File: src/rtl/core/wrm_pkg.sv
// ----------------------------------------------------------------------------
// wrm_pkg
// Shared widths, payload types and status struct for the windowed running max.
// ----------------------------------------------------------------------------
package wrm_pkg;

  localparam int unsigned SAMPLE_W    = 24;
  localparam int unsigned LAG_W       = 10;
  localparam int unsigned HW_W        = 4;
  localparam int unsigned IN_TDATA_W  = 48;
  localparam int unsigned OUT_TDATA_W = 40;
  localparam int unsigned OUT_PAD_W   = OUT_TDATA_W - SAMPLE_W - LAG_W;

  typedef logic signed [SAMPLE_W-1:0] sample_t;
  typedef logic [LAG_W-1:0]           lag_t;
  typedef logic [HW_W-1:0]            hw_t;

  localparam sample_t SAMPLE_MIN = {1'b1, {(SAMPLE_W-1){1'b0}}};

  // Input word, lowest field in the lowest bits.
  typedef struct packed {
    hw_t     half_width;
    lag_t    lag_high;
    lag_t    lag_low;
    sample_t sample_value;
  } in_word_t;

  // Per-sample decision from the frame tracker.
  typedef struct packed {
    logic store;
    logic emit;
    logic last;
    lag_t centre;
  } wrm_ctrl_t;

endpackage

File: src/rtl/core/wrm_frame_ctrl.sv
// ----------------------------------------------------------------------------
// wrm_frame_ctrl
// Frame index counter, latched lag range and half width, result decision.
// ----------------------------------------------------------------------------
module wrm_frame_ctrl import wrm_pkg::*; #(
  parameter int unsigned FRAME_SIZE     = 1024,
  parameter int unsigned MAX_HALF_WIDTH = 8,
  localparam int unsigned DW = $clog2(MAX_HALF_WIDTH + 1)
) (
  input  logic          clk_i,
  input  logic          rst_ni,
  input  logic          step_i,
  input  logic          first_i,
  input  lag_t          lag_low_i,
  input  lag_t          lag_high_i,
  input  hw_t           half_width_i,
  output logic [DW-1:0] width_o,
  output wrm_ctrl_t     ctrl_o
);

  localparam int unsigned CW  = $clog2(FRAME_SIZE + 1);
  localparam int unsigned EWB = (CW > LAG_W + 1) ? CW : LAG_W + 1;
  localparam int unsigned EW  = EWB + 2;

  logic [CW-1:0] count_q, count_d;
  lag_t          low_q, high_q;
  logic [DW-1:0] d_q;

  logic [CW-1:0] idx;
  lag_t          low_eff, high_eff;
  logic [DW-1:0] d_sat, d_eff;
  logic [EW-1:0] idx_e, two_d, lo_bound, hi_bound, centre_e;
  logic          in_frame;

  always_comb begin
    d_sat    = (32'(half_width_i) > MAX_HALF_WIDTH) ? DW'(MAX_HALF_WIDTH)
                                                    : DW'(half_width_i);
    idx      = first_i ? '0 : count_q;
    low_eff  = first_i ? lag_low_i : low_q;
    high_eff = first_i ? lag_high_i : high_q;
    d_eff    = first_i ? d_sat : d_q;
    in_frame = (32'(idx) < FRAME_SIZE);
    idx_e    = EW'(idx);
    two_d    = EW'(d_eff) << 1;
    lo_bound = EW'(low_eff) + two_d;
    hi_bound = EW'(high_eff) + two_d;
    centre_e = idx_e - EW'(d_eff);
    count_d  = in_frame ? CW'(idx + 1'b1) : idx;
  end

  always_comb begin
    ctrl_o.store  = in_frame;
    ctrl_o.emit   = in_frame && (idx_e >= lo_bound) && (idx_e <= hi_bound);
    ctrl_o.last   = (idx_e == hi_bound);
    ctrl_o.centre = centre_e[LAG_W-1:0];
    width_o       = d_eff;
  end

  always_ff @(posedge clk_i or negedge rst_ni) begin
    if (!rst_ni) begin
      count_q <= '0;
      low_q   <= '0;
      high_q  <= '0;
      d_q     <= '0;
    end else if (step_i) begin
      count_q <= count_d;
      if (first_i) begin
        low_q  <= lag_low_i;
        high_q <= lag_high_i;
        d_q    <= d_sat;
      end
    end
  end

endmodule

File: src/rtl/core/wrm_window.sv
// ----------------------------------------------------------------------------
// wrm_window
// Shift line of recent samples and a compare tree over the active taps.
// ----------------------------------------------------------------------------
module wrm_window import wrm_pkg::*; #(
  parameter int unsigned MAX_HALF_WIDTH = 8,
  localparam int unsigned DW = $clog2(MAX_HALF_WIDTH + 1)
) (
  input  logic          clk_i,
  input  logic          shift_i,
  input  sample_t       sample_i,
  input  logic [DW-1:0] width_i,
  output sample_t       max_o
);

  localparam int unsigned TAPS   = 2 * MAX_HALF_WIDTH;
  localparam int unsigned LEAVES = 2 ** $clog2(TAPS + 1);

  sample_t taps_q [TAPS];
  sample_t node   [1:2*LEAVES-1];

  // Leaf 0 is the current sample; leaf j+1 is the sample j+1 words back.
  always_comb begin
    for (int unsigned j = 0; j < LEAVES; j++) begin
      node[LEAVES + j] = SAMPLE_MIN;
    end
    node[LEAVES] = sample_i;
    for (int unsigned j = 0; j < TAPS; j++) begin
      if (32'(j) < (32'(width_i) << 1)) begin
        node[LEAVES + 1 + j] = taps_q[j];
      end
    end
    for (int unsigned i = LEAVES - 1; i >= 1; i--) begin
      node[i] = (node[2*i] > node[2*i+1]) ? node[2*i] : node[2*i+1];
    end
  end

  assign max_o = node[1];

  always_ff @(posedge clk_i) begin
    if (shift_i) begin
      taps_q[0] <= sample_i;
      for (int unsigned j = 1; j < TAPS; j++) begin
        taps_q[j] <= taps_q[j-1];
      end
    end
  end

endmodule

File: src/rtl/core/windowed_running_max_top.sv
// ----------------------------------------------------------------------------
// windowed_running_max_top
// Sliding window maximum over one correlation frame, one sample per word.
// ----------------------------------------------------------------------------
// Path: the sample word that completes a window is held in the input register;
//   its result word is then registered in the result register for the master side.
// Throughput: one sample word per cycle; the input register and the result
//   register each advance every cycle unless the master side stalls.
// Reset: rst_ni low clears the frame counter, the held range and both valid
//   flags; the sample shift line needs no clearing.
// ----------------------------------------------------------------------------
module windowed_running_max_top import wrm_pkg::*; #(
  parameter int unsigned FRAME_SIZE     = 1024,
  parameter int unsigned MAX_HALF_WIDTH = 8
) (
  input  logic                   clk_i,
  input  logic                   rst_ni,
  // Slave side: sample words.
  input  logic                   s_axis_tvalid_i,
  output logic                   s_axis_tready_o,
  // tdata: sample_value[23:0], lag_low[33:24], lag_high[43:34], half_width[47:44]
  input  logic [IN_TDATA_W-1:0]  s_axis_tdata_i,
  // tuser: first_of_frame[0]
  input  logic                   s_axis_tuser_i,
  // Master side: result words.
  output logic                   m_axis_tvalid_o,
  input  logic                   m_axis_tready_i,
  // tdata: max_value[23:0], centre_index[33:24], zero pad[39:34]
  output logic [OUT_TDATA_W-1:0] m_axis_tdata_o,
  // tlast: last_of_run
  output logic                   m_axis_tlast_o
);

  localparam int unsigned DW = $clog2(MAX_HALF_WIDTH + 1);

  // Input register.
  logic     in_valid_q, in_valid_d;
  in_word_t in_word_q;
  logic     in_first_q;

  // Result register.
  logic     out_valid_q, out_valid_d;
  sample_t  out_max_q;
  lag_t     out_centre_q;
  logic     out_last_q;

  logic          advance;
  logic [DW-1:0] width;
  wrm_ctrl_t     ctrl;
  sample_t       win_max;

  // Advance the held word once the result register is free or draining.
  assign advance         = in_valid_q && (!out_valid_q || m_axis_tready_i);
  assign s_axis_tready_o = !in_valid_q || advance;

  always_comb begin
    in_valid_d = in_valid_q;
    if (s_axis_tvalid_i && s_axis_tready_o) begin
      in_valid_d = 1'b1;
    end else if (advance) begin
      in_valid_d = 1'b0;
    end
  end

  always_comb begin
    out_valid_d = out_valid_q;
    if (advance) begin
      out_valid_d = ctrl.emit;
    end else if (m_axis_tready_i) begin
      out_valid_d = 1'b0;
    end
  end

  always_ff @(posedge clk_i or negedge rst_ni) begin
    if (!rst_ni) begin
      in_valid_q  <= 1'b0;
      out_valid_q <= 1'b0;
    end else begin
      in_valid_q  <= in_valid_d;
      out_valid_q <= out_valid_d;
    end
  end

  // Payload registers: input fields capture on accept, result fields on an emitted advance; both hold otherwise.
  always_ff @(posedge clk_i) begin
    if (s_axis_tvalid_i && s_axis_tready_o) begin
      in_word_q  <= in_word_t'(s_axis_tdata_i);
      in_first_q <= s_axis_tuser_i;
    end
    if (advance && ctrl.emit) begin
      out_max_q    <= win_max;
      out_centre_q <= ctrl.centre;
      out_last_q   <= ctrl.last;
    end
  end

  // Track frame index and range; decide whether this sample closes a window.
  wrm_frame_ctrl #(
    .FRAME_SIZE     (FRAME_SIZE),
    .MAX_HALF_WIDTH (MAX_HALF_WIDTH)
  ) u_frame_ctrl (
    .clk_i        (clk_i),
    .rst_ni       (rst_ni),
    .step_i       (advance),
    .first_i      (in_first_q),
    .lag_low_i    (in_word_q.lag_low),
    .lag_high_i   (in_word_q.lag_high),
    .half_width_i (in_word_q.half_width),
    .width_o      (width),
    .ctrl_o       (ctrl)
  );

  // Store in-frame samples and take the max over the current window.
  wrm_window #(
    .MAX_HALF_WIDTH (MAX_HALF_WIDTH)
  ) u_window (
    .clk_i    (clk_i),
    .shift_i  (advance && ctrl.store),
    .sample_i (in_word_q.sample_value),
    .width_i  (width),
    .max_o    (win_max)
  );

  assign m_axis_tvalid_o = out_valid_q;
  assign m_axis_tdata_o  = {{OUT_PAD_W{1'b0}}, out_centre_q, out_max_q};
  assign m_axis_tlast_o  = out_last_q;

  // Backpressure only comes from a full pipe with a stalled master side.
  a_ready_low_only_when_full : assert property (
    @(posedge clk_i) disable iff (!rst_ni)
    !s_axis_tready_o |-> (in_valid_q && out_valid_q && !m_axis_tready_i)
  ) else $error("slave side stalled without a full pipe");

  // A sample that closes a window always lands in the result register.
  a_emit_lands : assert property (
    @(posedge clk_i) disable iff (!rst_ni)
    (advance && ctrl.emit) |=> out_valid_q
  ) else $error("emitted result lost");

  // A stalled result holds its contents.
  a_result_holds : assert property (
    @(posedge clk_i) disable iff (!rst_ni)
    (out_valid_q && !m_axis_tready_i) |=>
      (out_valid_q && $stable(out_max_q) && $stable(out_centre_q) && $stable(out_last_q))
  ) else $error("stalled result changed");

  // No sample is dropped from the input register while the pipe is blocked.
  a_input_held : assert property (
    @(posedge clk_i) disable iff (!rst_ni)
    (in_valid_q && !advance) |=> in_valid_q
  ) else $error("held sample word lost");

endmodule
File: config.mk
export PLATFORM = sky130hd
export DESIGN_NAME = windowed_running_max_top
export DESIGN_NICKNAME = d
export VERILOG_FILES = /design/src/rtl/core/wrm_pkg.sv /design/src/rtl/core/wrm_frame_ctrl.sv /design/src/rtl/core/wrm_window.sv /design/src/rtl/core/windowed_running_max_top.sv
export SDC_FILE = /design/constraint.sdc
export NUM_CORES = 2
export LEC_CHECK = 0
export CAP_MARGIN = 15
export CORE_ASPECT_RATIO = 1.1
export CORE_MARGIN = 3
export CORE_UTILIZATION = 58
export CTS_CLUSTER_DIAMETER = 200
export DETAILED_ROUTE_END_ITERATION = 6
export DONT_BUFFER_PORTS = 1
export PLACE_DENSITY = 0.8
export SYNTH_ARGS = -nofsm -noshare
export SYNTH_HDL_FRONTEND = slang
export SYNTH_SLANG_ARGS = --single-unit
File: constraint.sdc
create_clock -name clk_i -period 50.6 [get_ports clk_i]
set_clock_uncertainty 0.1 [all_clocks]
set_input_delay 0 -clock clk_i [delete_from_list [all_inputs] [get_ports clk_i]]
set_output_delay 0 -clock clk_i [all_outputs]
set_load 0.05 [all_outputs]
; ---- Yosys cells after proc, flatten, opt, wreduce, memory -nomap -nowiden
; Memory sizes are Yosys's and may differ from the RTL's.
; Cells that the tools add are included.
; W data, S select, Z words.
[word_totals]
register_bits = 121
mem_bits_rw = 384
in_bits = 53
wordCells = 120
n_memories = 1
[memory_table]
columns = name, depth, word_bits, rd, rd_ports_with_merged_regs, wr, line
row1 = u_window.taps_q, 16, 24, 16, 0, 16, wrm_window.sv:19  ; sample_t taps_q [TAPS];
[classes]
n_addsub = 4
order_cmp = 40
n_eq_ne = 1
muxes = 48
n_reduce_logical = 12
[op_table]
columns = cell, count
row1 = $mux W24, 36
row2 = $gt A24 B24 Y1, 16
row3 = $gt A24 B24 Y1 const B, 4
row4 = $lt A4 B5 Y1 const A, 8
row5 = $add A10 B5 Y11, 2
row6 = $mux W11, 2
row7 = $lt A3 B5 Y1 const A, 4
row8 = $mux W10, 2
row9 = $add A11 B1 Y11 const B, 1
row10 = $eq A11 B11 Y1, 1
row11 = $ge A11 B11 Y1, 1
row12 = $le A11 B11 Y1, 1
row13 = $lt A11 B11 Y1 const B, 1
row14 = $lt A1 B5 Y1 const A, 2
row15 = $lt A2 B5 Y1 const A, 2
row16 = $sub A10 B4 Y10, 1
row17 = $mux W4, 2
row18 = $logic_and A1 B1 Y1, 6
row19 = $mux W1, 6
row20 = $gt A4 B4 Y1 const B, 1
row21 = $reduce_bool A2 Y1, 2
row22 = $logic_not A1 Y1, 2
row23 = $logic_or A1 B1 Y1, 2

; ---- Longest topological paths before layout
[depth]
depth_word = 15
ltp_mapped = 92

; ---- Cells and area by module
; A second synthesis with hierarchy kept.
[unflattened]
hier_cells = 3375
area_unflattened_um2 = 33748.6
[modules_own_cells]
columns = mod, n_inst, cells_per_inst, area_per_inst_um2
row1 = wrm_window, 1, 2958, 27999.4
row2 = wrm_frame_ctrl, 1, 315, 3060.4
row3 = windowed_running_max_top, 1, 102, 2688.8

; ---- Worst setup path after synthesis
; Ideal clock, no wire load.
[synth_path]
path_type = register to register
startpoint = reg in_first_q
endpoint = reg u_frame_ctrl.count_q[1]
t_arrival_ps = 19360
required_time_ps = 50350
setup_slack_ps = 30990
path_stages_with_launch = 8
synth_period_minus_slack_ps = 19610
path_cell_list = edfxtp_1 -> buf_6 -> buf_6 -> clkbuf_1 -> clkbuf_1 -> nor2_1 -> nor2_1 -> mux2_2
[synth_via]
elab_chain_cells = 3
elab_cells_between_ends = 4
[synth_rtl]
columns = item, line
row1 = "start, declared", windowed_running_max_top.sv:39  ; logic in_first_q;
row2 = "start signal, assigned", windowed_running_max_top.sv:88  ; in_first_q <= s_axis_tuser_i;
row3 = $mux W11 (*), wrm_frame_ctrl.sv:38  ; idx = first_i ? '0 : count_q;
row4 = $add A11 B1 Y11 / $lt A11 B11 Y1 (equally long branches), "wrm_frame_ctrl.sv:48, wrm_frame_ctrl.sv:42"
row5 = $mux W11 (*), wrm_frame_ctrl.sv:48  ; count_d = in_frame ? CW'(idx + 1'b1) : idx;
row6 = "end signal, assigned", wrm_frame_ctrl.sv:66  ; count_q <= count_d;
row7 = "end, declared", wrm_frame_ctrl.sv:25  ; logic [CW-1:0] count_q, count_d;
; Every way passes the cells marked *; elsewhere a longest branch is shown, timed or not.
; A chain may end at the register's enable or synchronous reset.

; ---- Worst setup path in the final report
[layout_path]
startpoint = reg in_first_q
endpoint = reg out_max_q[2], data pin
[layout_via]
elab_chain_cells = 13
elab_cells_between_ends = 73
[layout_rtl]
columns = item, line
row1 = $mux W4 (*), wrm_frame_ctrl.sv:41  ; d_eff = first_i ? d_sat : d_q;
row2 = $lt A1 B5 Y1 (tied with other cells), wrm_window.sv:29  ; if (32'(j) < (32'(width_i) << 1)) begin
row3 = $mux W24, wrm_window.sv:29
row4 = $gt A24 B24 Y1, wrm_window.sv:34  ; node[i] = (node[2*i] > node[2*i+1]) ? node[2*i] : node[2*i+1];
row5 = $mux W24, wrm_window.sv:34
row6 = $gt A24 B24 Y1, wrm_window.sv:34
row7 = $mux W24, wrm_window.sv:34
row8 = $gt A24 B24 Y1, wrm_window.sv:34
row9 = $mux W24, wrm_window.sv:34
row10 = $gt A24 B24 Y1, wrm_window.sv:34
row11 = $mux W24, wrm_window.sv:34
row12 = $gt A24 B24 Y1, wrm_window.sv:34
row13 = $mux W24 (*), wrm_window.sv:34
row14 = named net u_window.max_o[2], wrm_window.sv:13  ; output sample_t max_o
row15 = "end signal, assigned", windowed_running_max_top.sv:91  ; out_max_q <= win_max;
row16 = "end, declared", windowed_running_max_top.sv:43  ; sample_t out_max_q;
; The timed path passes the listed nets; every way through them passes the cells marked *.

==> run metrics <==
Peak Freq=roughly 55 MHz; mapped cell area=~0.033 mm^2; number of synthesized flops with an enable pin=between 400 and 500; CTS tree=built; Synth Flop Type=edfxtp_1; CP Class=reg2reg; r2r startpoint=in_first_q; Max Slew Vio Count=0; Critical Path Sink=out_max_q[2]; GP Congestion=~0.96; fin nets=between 3k and 4k; Total Wirelength=around 86,000 um; I/O pins=96; post-synthesis sequential area ratio=between 40% and 50%; slowest CP cell=or3b_2; Slew HR=approximately 30%; commonest non-fill, non-tap cell in the layout=edfxtp_1; Via density=about 6.1; most frequent cells in the layout=edfxtp_1 (468), nand2_1 (447), ha_1 (402); H-tree depth=2; Starting Density=between 50% and 60%; total grt overflow=0; Die Area=roughly 0.06 mm^2; # rows=between 90 and 100; first-pass GRT wire length=roughly 130,000 um; critical path startpoint=in_first_q; Starting DRT DRC Count=2,504; Multi-input gate area=between 0.015 and 0.02 mm^2; design area=between 0.03 and 0.04 mm^2; asr flop ratio synth=~7.3%; Worst-Skew Late Latency=0.63 ns; initial antenna violation count=1; Setup Viol. Count Final=0; M2 GR Usage=between 40% and 50%; final cell count without fillers=4,201; largest net degree at the start of global routing=86; Tightest Hold Check Type=in2reg; critical path peak fanout=70; Post-Synthesis Cells=between 3k and 4k; ratio of cells with drive above 1 in the final layout=under 10%; syn avg cell area=9.950 um^2; chip height=between 200 and 300 um; Routed WL per cell=about 20 um; most frequent cell on the critical path=a21oi_1; Max clock buf depth=3; r2r worst-path depth=a little over 80; Worst R2R Setup Slack=between 30 and 40 ns; ANT nets after route=0; vias=around 26k; core box area=between 0.05 and 0.06 mm^2; slowest stage delay, CP=0.81 ns; port buffer count=0; die width=~230 um; crit path time final=about 18 ns; GR Util met3=~3.6%; Max-Cap Viols=0; Clk pin slew, worst setup/hold paths=~0.060 ns; met1 GRT Util=a little over a third; RSZ-0062 raised after global routing=no; P&R area growth vs syn=10.26%; post-detail-place hpwl=between 60,000 and 70,000 um; FF-to-FF End=out_max_q[2]; GRT Resource Usage Total=between 20% and 30%; crit path DAT=about 19 ns; # clock sinks=505; TritonCTS buffer count=53; Critical Path RT=between 50 and 60 ns; synthesized flop and latch total=approximately 510; register area=between 0.01 and 0.015 mm^2; final hold violation count=0; fin crit share=a little over a third; yosys warns=0; crit path capture type=flip-flop; DR pass1 iterations=6; status=complete, no violations; postcts setup bufs=0; actual slew at the worst max-slew pin=1.052 ns; Layout fillers=around 4.4k; Root Driver=clkbuf_16; type of origin of the critical path=flip-flop; vias in the first global route=24.76k; Cell variety after synth=105; # DRC=0; dpl cells=3,999; TNS Setup=0 ns; GRT Max-Usage Layer=met2; placed cell areas=between 0.03 and 0.04 mm^2
-- routing by layer --
layer | vias to the layer above | wire length (um)
met5 | - | 0
met3 | 209 | 5191
met1 | 12290 | 34580
met4 | 0 | 4396
met2 | 961 | 41850
li1 | 12320 | -
-- critical path: cells and delay by family (launching register included) --
kind | cells | cell delay, ns
buffers and inverters | 7 | 2.74
and+or+nand+nor | 23 | 3.89
adders and majority gates | 5 | 1.54
DFF | 1 | 0.32
muxes | 3 | 0.98
AOI/OAI and AO/OA | 44 | 8.29
-- worst min-delay path by stage --
stage | from | to | slack [ns] | cells after the start
after floorplan | rst_ni | in_valid_q | -0.40 | 0
after global placement | rst_ni | u_frame_ctrl.high_q[8] | -0.39 | 0
after detailed placement | rst_ni | u_frame_ctrl.high_q[8] | -0.39 | 0
after CTS | m_axis_tready_i | m_axis_tvalid_o | 0.008 | 3
after global routing | m_axis_tready_i | m_axis_tvalid_o | 0.13 | 3
final | m_axis_tready_i | m_axis_tvalid_o | 0.11 | 3
-- logic make-up after synthesis --
family                   Yosys count  synth area share, %
adder cells (fa/ha/maj)          408                15.27
other                              1              0.01123
buffers and inverters            373                4.417
multiplexers                     107                3.682
flip-flops                       505                44.85
AO/OA/AOI/OAI                    760                14.23
XOR/XNOR                          35               0.9402
AND/OR/NAND/NOR                 1168                16.59
-- synth_stat cells (all sizes together) (34+ instances only) --
cell type | count | share of area [%]
a21o | 100 | 2.2
a21oi | 205 | 3.1
a31oi | 52 | 0.97
and2 | 98 | 1.8
buf | 34 | 0.61
clkbuf | 103 | 1.2
dfrtp | 37 | 2.8
edfxtp | 468 | 42
ha | 402 | 15
inv | 235 | 2.6
mux2 | 56 | 2.1
mux2i | 51 | 1.6
nand2 | 449 | 5.0
nand2b | 46 | 0.87
nand3 | 83 | 1.3
nand4 | 92 | 1.7
nor2 | 238 | 2.7
nor2b | 74 | 1.4
o21a | 51 | 1.2
o21ai | 234 | 3.5
-- what timing repair did --
| action | CTS | global route |
|---|---|---|
| hold endpoints to repair | 110 | 0 |
| hold buffers | 105 | 0 |
| resized for setup | 0 | 0 |
-- sequential cells by signal (all words and copies together) (netlist names) --
name                  cells
in_valid_q                1
in_first_q                1
u_frame_ctrl.d_q          4
u_frame_ctrl.low_q       10
u_window.taps_q         384
out_centre_q             10
m_axis_tvalid_o           1
u_frame_ctrl.high_q      10
out_max_q                24
in_word_q                48
m_axis_tlast_o            1
u_frame_ctrl.count_q     11
-- stage by stage --
step | hold WS, ns | util (%) | setup slack [ns]
2_1_floorplan | -0.3956 | - | 30.99
3_3_place_gp | -0.3943 | 60.29 | 33.01
3_5_place_dp | -0.3944 | 60.29 | 32.62
4_1_cts | 0.008108 | 65.21 | 32.58
5_1_grt | 0.1289 | 65.21 | 30.91
6_report | 0.1102 | 65.21 | 32.36
-- final cells by class --
cell class	instances	area share, %
Multi-Input combinational cell	2484	46.24
Inverter	236	2.405
Antenna cell	1	0.006795
Timing Repair Buffer	135	3.520
Clock inverter	33	0.9207
Tap cell	744	2.528
Sequential cell	505	40.68
Clock buffer	63	3.703
Power is left out: the tool's default activity adds up to more than one toggle a clock period on the data nets, which glitch-free logic cannot reach.
